===== config.mk =====
export PLATFORM = sky130hd
export DESIGN_NAME = dkp_scan
export DESIGN_NICKNAME = d
export VERILOG_FILES = /design/src/hw/rtl/dkp_pkg.sv /design/src/hw/rtl/dkp_scan.sv
export SDC_FILE = /design/constraint.sdc
export NUM_CORES = 1
export LEC_CHECK = 0
export CAP_MARGIN = 20
export CORE_MARGIN = 3
export CORE_UTILIZATION = 70
export DETAILED_ROUTE_END_ITERATION = 8
export DONT_BUFFER_PORTS = 1
export PLACE_DENSITY = 0.85
export SLEW_MARGIN = 10
export SYNTH_ARGS = -nofsm -noshare
export SYNTH_HDL_FRONTEND = slang
export SYNTH_SLANG_ARGS = --single-unit

===== constraint.sdc =====
create_clock -name clock -period 33.9 [get_ports clock]
set_input_delay 5.085 -clock clock [delete_from_list [all_inputs] [get_ports clock]]
set_output_delay 5.085 -clock clock [all_outputs]
set_load 0.02 [all_outputs]

===== src/hw/rtl/dkp_pkg.sv =====
// Package with sizes, codes and shared types of the dual-key node pool.
`timescale 1ns / 1ps

package dkp_pkg;

   localparam int CAPACITY    = 64;
   localparam int HANDLE_BITS = 16;
   localparam int IDX_W       = $clog2(CAPACITY);
   localparam int CNT_W       = $clog2(CAPACITY + 1);
   localparam int KEY_W       = 32;
   localparam int ORDER_W     = 32;
   localparam int PHASE_W     = 16;
   localparam int PERIOD_W    = 16;
   localparam int HANDLE_W    = 16;
   localparam int COUNT_OUT_W = 7;

   localparam logic [IDX_W-1:0] LAST_IDX = IDX_W'(CAPACITY - 1);

   typedef enum logic [1:0] {
      REQ_INSERT  = 2'd0,
      REQ_EXTRACT = 2'd1,
      REQ_PRUNE   = 2'd2,
      REQ_PEEK    = 2'd3
   } req_kind_type;

   typedef enum logic [1:0] {
      STATUS_OK    = 2'd0,
      STATUS_EMPTY = 2'd1,
      STATUS_FULL  = 2'd2
   } status_type;

   typedef enum logic [2:0] {
      ST_IDLE,
      ST_FREE,
      ST_BEST,
      ST_PRUNE,
      ST_MIN_LO,
      ST_MIN_UP,
      ST_FINISH
   } state_type;

   // One stored node.
   typedef struct packed {
      logic [KEY_W-1:0]       lower;
      logic [KEY_W-1:0]       upper;
      logic [HANDLE_BITS-1:0] handle;
      logic [ORDER_W-1:0]     order;
   } slot_type;

   // Control from the sequencer to the compare unit.
   typedef struct packed {
      logic clear;
      logic sample;
      logic by_upper;
      logic prune;
   } scan_ctl_type;

   // Result of the compare unit.
   typedef struct packed {
      logic             found;
      logic [IDX_W-1:0] idx;
      slot_type         best;
      logic             hit;
   } scan_res_type;

endpackage


===== src/hw/rtl/dkp_scan.sv =====
// Shared compare unit: tracks the best node of a pass and tests prune limits.
`timescale 1ns / 1ps

module dkp_scan (
   input  logic                               clock,
   input  logic                               reset,
   input  dkp_pkg::scan_ctl_type              ctl,
   input  dkp_pkg::slot_type                  cand,
   input  logic [dkp_pkg::IDX_W-1:0]          cand_idx,
   input  logic                               cand_live,
   input  logic [dkp_pkg::KEY_W-1:0]          limit,
   input  logic [dkp_pkg::ORDER_W-1:0]        next_order,
   output dkp_pkg::scan_res_type              res
);

   logic                          found_ff;
   logic [dkp_pkg::IDX_W-1:0]     idx_ff;
   dkp_pkg::slot_type             best_ff;

   logic [dkp_pkg::KEY_W-1:0]     key;
   logic [dkp_pkg::KEY_W-1:0]     best_key;
   logic [dkp_pkg::KEY_W-1:0]     op_a;
   logic [dkp_pkg::KEY_W-1:0]     op_b;
   logic [dkp_pkg::ORDER_W-1:0]   cand_age;
   logic [dkp_pkg::ORDER_W-1:0]   best_age;
   logic                          less;
   logic                          take;

   // One signed comparator; a prune compares the limit against the lower bound.
   always_comb begin
      key      = ctl.by_upper ? cand.upper : cand.lower;
      best_key = ctl.by_upper ? best_ff.upper : best_ff.lower;
      op_a     = ctl.prune ? limit : key;
      op_b     = ctl.prune ? cand.lower : best_key;
      less     = $signed(op_a) < $signed(op_b);
      cand_age = next_order - cand.order;
      best_age = next_order - best_ff.order;
      // Equal keys go to the node that was inserted first.
      take     = ctl.sample && cand_live && !ctl.prune &&
                 (!found_ff || less || ((key == best_key) && (cand_age > best_age)));
   end

   // Found flag of the current pass.
   always_ff @(posedge clock) begin
      if (reset) begin
         found_ff <= 1'b0;
      end else if (ctl.clear) begin
         found_ff <= 1'b0;
      end else if (take) begin
         found_ff <= 1'b1;
      end
   end

   // Best node so far.
   always_ff @(posedge clock) begin
      if (take) begin
         idx_ff  <= cand_idx;
         best_ff <= cand;
      end
   end

   always_comb begin
      res.found = found_ff;
      res.idx   = idx_ff;
      res.best  = best_ff;
      res.hit   = less;
   end

endmodule


# == Yosys cells after proc, flatten, opt, wreduce, memory -nomap -nowiden ==
# Cells that the tools add are included.
# op_classes
div_mod_pow,0
shifts,0
n_reduce_logical,9
multipliers,0
n_addsub,2
n_mux,4
n_bitwise,0
n_eq_ne,1
n_lt_le_gt_ge,2
# ops
cell,n
2-to-1 mux 32 bit,4
subtractor 32 bit,2
equality test 32 bit,1
> comparator 32 bit,1
< comparator 32 bit,1
logical AND 1 bit,4
logical NOT 1 bit,2
logical OR 1 bit,2
OR reduction 2 bit,1
# word_totals
mem_bits_ro,0
mem_count,0
latch_bits,0
ram_bits,0
inputBits,189
register_bits,119
wordCells,24
out_inout_bits,120

# == Logic depth before layout (Yosys ltp) ==
# logic_depth
depth_word,6
mapped_depth,21
ltp_nobuf,21

# == Worst setup path after synthesis ==
# Ideal clock, no wire load.
# synth_timing
path_type,input -> register
startpoint,input port next_order[0] (netlist name)
endpoint,"register idx_ff[0] (netlist name), enable pin"
setup_time_ns,0.665
t_required_ns,33.235
stages,20
n_path_buf,0
path_slack_ns,18.834
arrival_time_ns,14.401
cell_sequence,inv_1 -> ha_1 -> inv_1 -> fa_1 -> a21o_1 -> a2111o_1 -> a31o_1 -> nand3_1 -> a211oi_2 -> o41ai_2 -> mux2_4 -> a2111oi_2 -> ha_1 -> nand3_1 -> nor2_1 -> nand3_1 -> nor4_1 -> o31ai_1 -> o21ai_0 -> a31oi_1
# synth_via
elab_chain_cells,5
word_cells_on_any_way,6
# synth_lines
element,line_no,rtl
from (decl),dkp_scan.sv:12,"input logic [dkp_pkg::ORDER_W-1:0] next_order,"
subtractor 32 bit (on tied branches),"dkp_scan.sv:36, dkp_scan.sv:37",
> comparator 32 bit *,dkp_scan.sv:40,(!found_ff || less || ((key == best_key) && (cand_age > best_age)));
logical AND 1 bit *,dkp_scan.sv:40,
logical OR 1 bit *,dkp_scan.sv:40,
logical AND 1 bit *,dkp_scan.sv:39,take = ctl.sample && cand_live && !ctl.prune &&
net take,dkp_scan.sv:27,logic take;
to (signal assigned),dkp_scan.sv:57,idx_ff <= cand_idx;
to (decl),dkp_scan.sv:17,logic [dkp_pkg::IDX_W-1:0] idx_ff;
# Mark *: on every way through the listed nets, which the timed path passes. The rest lies on a longest branch.
# A chain may end at the register's enable or synchronous reset.

==> impl_metrics.py <==
metrics = {
    "timing": {
        "min_period_ps": 12810,
        "clock_skew_ps": 8.96,
        "hold_violations": 0,
        "relSlewSlack": 0.489,
        "final_setup_violation_count": 0,
        "max_slew.worst_pin.slew_ps": 762,
        "achievable-frequency_mhz": 78.1,
        "final_clock_period_utilization_by_the_worst_path": 0.378,
        "grt_setup_unrepaired": "no",
        "hold_ws_ps": 696,
        "setup-tns-final_ps": 0,
        "finalMaxSlewViolations": 0,
    },
    "placed_design": {
        "routabilityCongestion": 0.912,
        "buffer_ports.inserted": 0,
        "place_hpwl_mm": 22.2,
        "placedInstanceArea_um2": 10500,
    },
    "synthesis": {
        "synthAdderAreaFrac": 0.155,
        "post_synth_xor_area_fraction": 0.0992,
        "synth_top_cell_by_area": "sky130_fd_sc_hd__edfxtp_1",
        "synth_top_cell_area_share": 0.343,
        "synth-seq-area-share": 0.345,
        "synth.lib_cells_used.distinct": 73,
        "post_synth_inst_count": 1084,
        "ys_async_sr_fraction": 0,
        "synth_seq_cells": 119,
        "syn_area_um2": 10300,
        "synth_edf_count": 118,
        "yosys.area_share.simple": 0.127,
        "yosys-mux-area-fraction": 0.0626,
        "synth_area_in_compound_gates": 0.169,
        "synthesis.nets": 1400,
        "post_synth_main_area_contributors": "sky130_fd_sc_hd__edfxtp_1 (34%), sky130_fd_sc_hd__ha_1 (15%), sky130_fd_sc_hd__mux2i_1 (6.0%)",
        "yosys_warning_count": 0,
        "synth_area_per_cell_um2": 9.53,
        "synth_top_family_by_area": "compound AO/OA/AOI/OAI gates",
        "ys_flop_type": "sky130_fd_sc_hd__edfxtp_1",
    },
    "drt": {
        "wirelength_mm": 28.7,
        "via_count": 8557,
        "avgRoutedWirePerCell_um": 22.5,
        "route.detailed.drc": 0,
        "drtIter0Drc": 664,
        "vias_per_cell": 6.73,
        "route.antenna.remaining_nets": 0,
        "drt_pre_antenna_iters": 8,
    },
    "clocking": {
        "clk_latency_ps": 430,
        "clk_tree_root_cell": "sky130_fd_sc_hd__clkbuf_16",
        "post_cts_resized": 0,
        "tritoncts": "done",
        "cts.sink_count": 119,
        "cts_post_setup_buffers_inserted": 0,
        "holdBufCountCts": 0,
        "htree_num_levels": 4,
        "clock_pin_slew_on_the_worst_setup_and_hold_paths_ps": 60,
        "clock_tree.buffer_depth": 2,
        "numCtsBuffers": 17,
    },
    "setup_path": {
        "timing.critical_path.required_ps": 28810,
        "arrival_time_of_the_worst_setup_path_ps": 7720,
        "crit_path_start_kind": "input pin",
        "setup.reg_to_reg.worst_slack_ps": 26670,
        "crit_path_end_kind": "primary output",
        "criticalPathCategory": "input pin to primary output",
        "crit_path_max_fanout": 68,
    },
    "global_routing": {
        "gr_ovfl_total": 0,
        "grt_max_degree": 128,
        "global_router_s_overall_resource_usage": 0.346,
        "first_global_vias": 8457,
        "number_of_antenna_violations_at_the_first_check_in_global_routing": 0,
        "global_route_wire_length_before_repair_mm": 44.0,
    },
    "pwr": {
        "internal-power_mw": 0.340,
        "power.switching_mw": 0.152,
        "power_switching_share": 0.310,
        "power-per-cell-area_nw_per_um2": 44.4,
        "irDropWorstVdd_uv": 33.9,
        "pwr-share-clk": 0.394,
        "power.leakage_nw": 4.83,
        "share_seq_of_total_power": 0.360,
        "totalPowerFinal_mw": 0.492,
        "part_of_the_total_power_dissipated_in_combinational_logic": 0.246,
    },
    "final_layout": {
        "layout.cells.most_common": "sky130_fd_sc_hd__ha_1",
        "postLayoutCellArea_um2": 11100,
        "finalCoreUtilization": 0.784,
        "drive_above_1_share": 0.0449,
        "most-common-layout-cells": "sky130_fd_sc_hd__ha_1 (125), sky130_fd_sc_hd__edfxtp_1 (118), sky130_fd_sc_hd__a21oi_1 (93)",
        "synthToLayoutAreaGrowth_pct": 7.40,
        "antenna_cells_inserted": 0,
        "nets": 1395,
    },
    "floorplanning": {
        "floorplan.io_pins": 309,
        "start_util": 0.730,
        "rows": 43,
        "die_area_um2": 16300,
        "die-width_um": 127,
        "die_height_um": 127,
        "core-area_um2": 14100,
    },
    "job": {
        "drv_cap": 0,
    },
    "status": {
        "status": "completed",
    },
    "worst_hold_path": {
        "hp-class": "flip-flop to flip-flop",
    },
}
## sequential cells by signal (all words and copies together) (netlist names)
| signal | cells |
|---|---|
| res | 112 |
| found_ff | 1 |
| idx_ff | 6 |
## metal layers
metal	share of wire	global-route usage
met1	0.37	0.410
met2	0.48	0.576
met3	0.10	0.105
met4	0.049	0.165
met5	0	0
## stage by stage
stage	std cells	setup WS, ps
after floorplan	1084	18830
after global placement	1240	21120
after detailed placement	1240	21020
after CTS	1272	21090
after global routing	1272	20800
final	1272	21090
## Yosys cell counts (8+ instances only)
cell and count:
sky130_fd_sc_hd__a21o_1 43, sky130_fd_sc_hd__a21oi_1 93, sky130_fd_sc_hd__clkbuf_1 16, sky130_fd_sc_hd__edfxtp_1 118, sky130_fd_sc_hd__ha_1 125, sky130_fd_sc_hd__inv_1 87
sky130_fd_sc_hd__mux2i_1 62, sky130_fd_sc_hd__nand2_1 75, sky130_fd_sc_hd__nand2b_1 9, sky130_fd_sc_hd__nand3_1 18, sky130_fd_sc_hd__nand4_1 24, sky130_fd_sc_hd__nor2_1 72
sky130_fd_sc_hd__nor2b_1 10, sky130_fd_sc_hd__nor3_1 11, sky130_fd_sc_hd__nor4_1 10, sky130_fd_sc_hd__o21ai_0 58, sky130_fd_sc_hd__o21ai_1 8, sky130_fd_sc_hd__xnor2_1 62
sky130_fd_sc_hd__xor2_1 55
## path summary, 6_finish.rpt
| path | from | to | cells after the start |
|---|---|---|---|
| worst max register to register | res[1]$_DFFE_PP_ | res[16]$_DFFE_PP_ | 21 |
| worst max-delay path | ctl[1] | res[0] | 12 |
| worst min register to register | found_ff$_SDFFE_PP0P_ | found_ff$_SDFFE_PP0P_ | 2 |
| worst min-delay path | found_ff$_SDFFE_PP0P_ | found_ff$_SDFFE_PP0P_ | 2 |
## cell type report
| class | instances | area [um^2] |
|---|---|---|
| Inverter | 87 | 327 |
| Sequential cell | 119 | 3560 |
| Multi-Input combinational cell | 852 | 6350 |
| Fill cell | 979 | 3060 |
| Clock inverter | 15 | 193 |
| Clock buffer | 17 | 425 |
| Tap cell | 180 | 225 |
| Timing Repair Buffer | 2 | 15.0 |
## worst max-delay path, cell delays in order
cell and delay, ps:
sky130_fd_sc_hd__mux2i_1 180, sky130_fd_sc_hd__nor2_1 60, sky130_fd_sc_hd__a21oi_1 120, sky130_fd_sc_hd__ha_1 260, sky130_fd_sc_hd__a21o_1 190, sky130_fd_sc_hd__a21o_1 170
sky130_fd_sc_hd__a21o_1 180, sky130_fd_sc_hd__a211oi_1 200, sky130_fd_sc_hd__o211ai_1 170, sky130_fd_sc_hd__a2111oi_0 590, sky130_fd_sc_hd__o211ai_1 240, sky130_fd_sc_hd__nand2_1 270
## power groups by stage
stage	clock (mW)	combinational (mW)	sequential, mW
detailed placement	0	0.117	0.180
floorplan	0	0.0976	0.180
finish	0.194	0.121	0.177
global route	0.199	0.136	0.177
global placement	0	0.114	0.180
CTS	0.193	0.120	0.177
## logic make-up after synthesis
| logic type | after synthesis |
|---|---|
| AND/OR/NAND/NOR | 268 |
| XOR/XNOR | 117 |
| multiplexers | 64 |
| buffers and inverters | 113 |
| adder cells (fa/ha/maj) | 127 |
| flip-flops | 119 |
| AO/OA/AOI/OAI | 276 |
(Power assumes the default switching activity.)
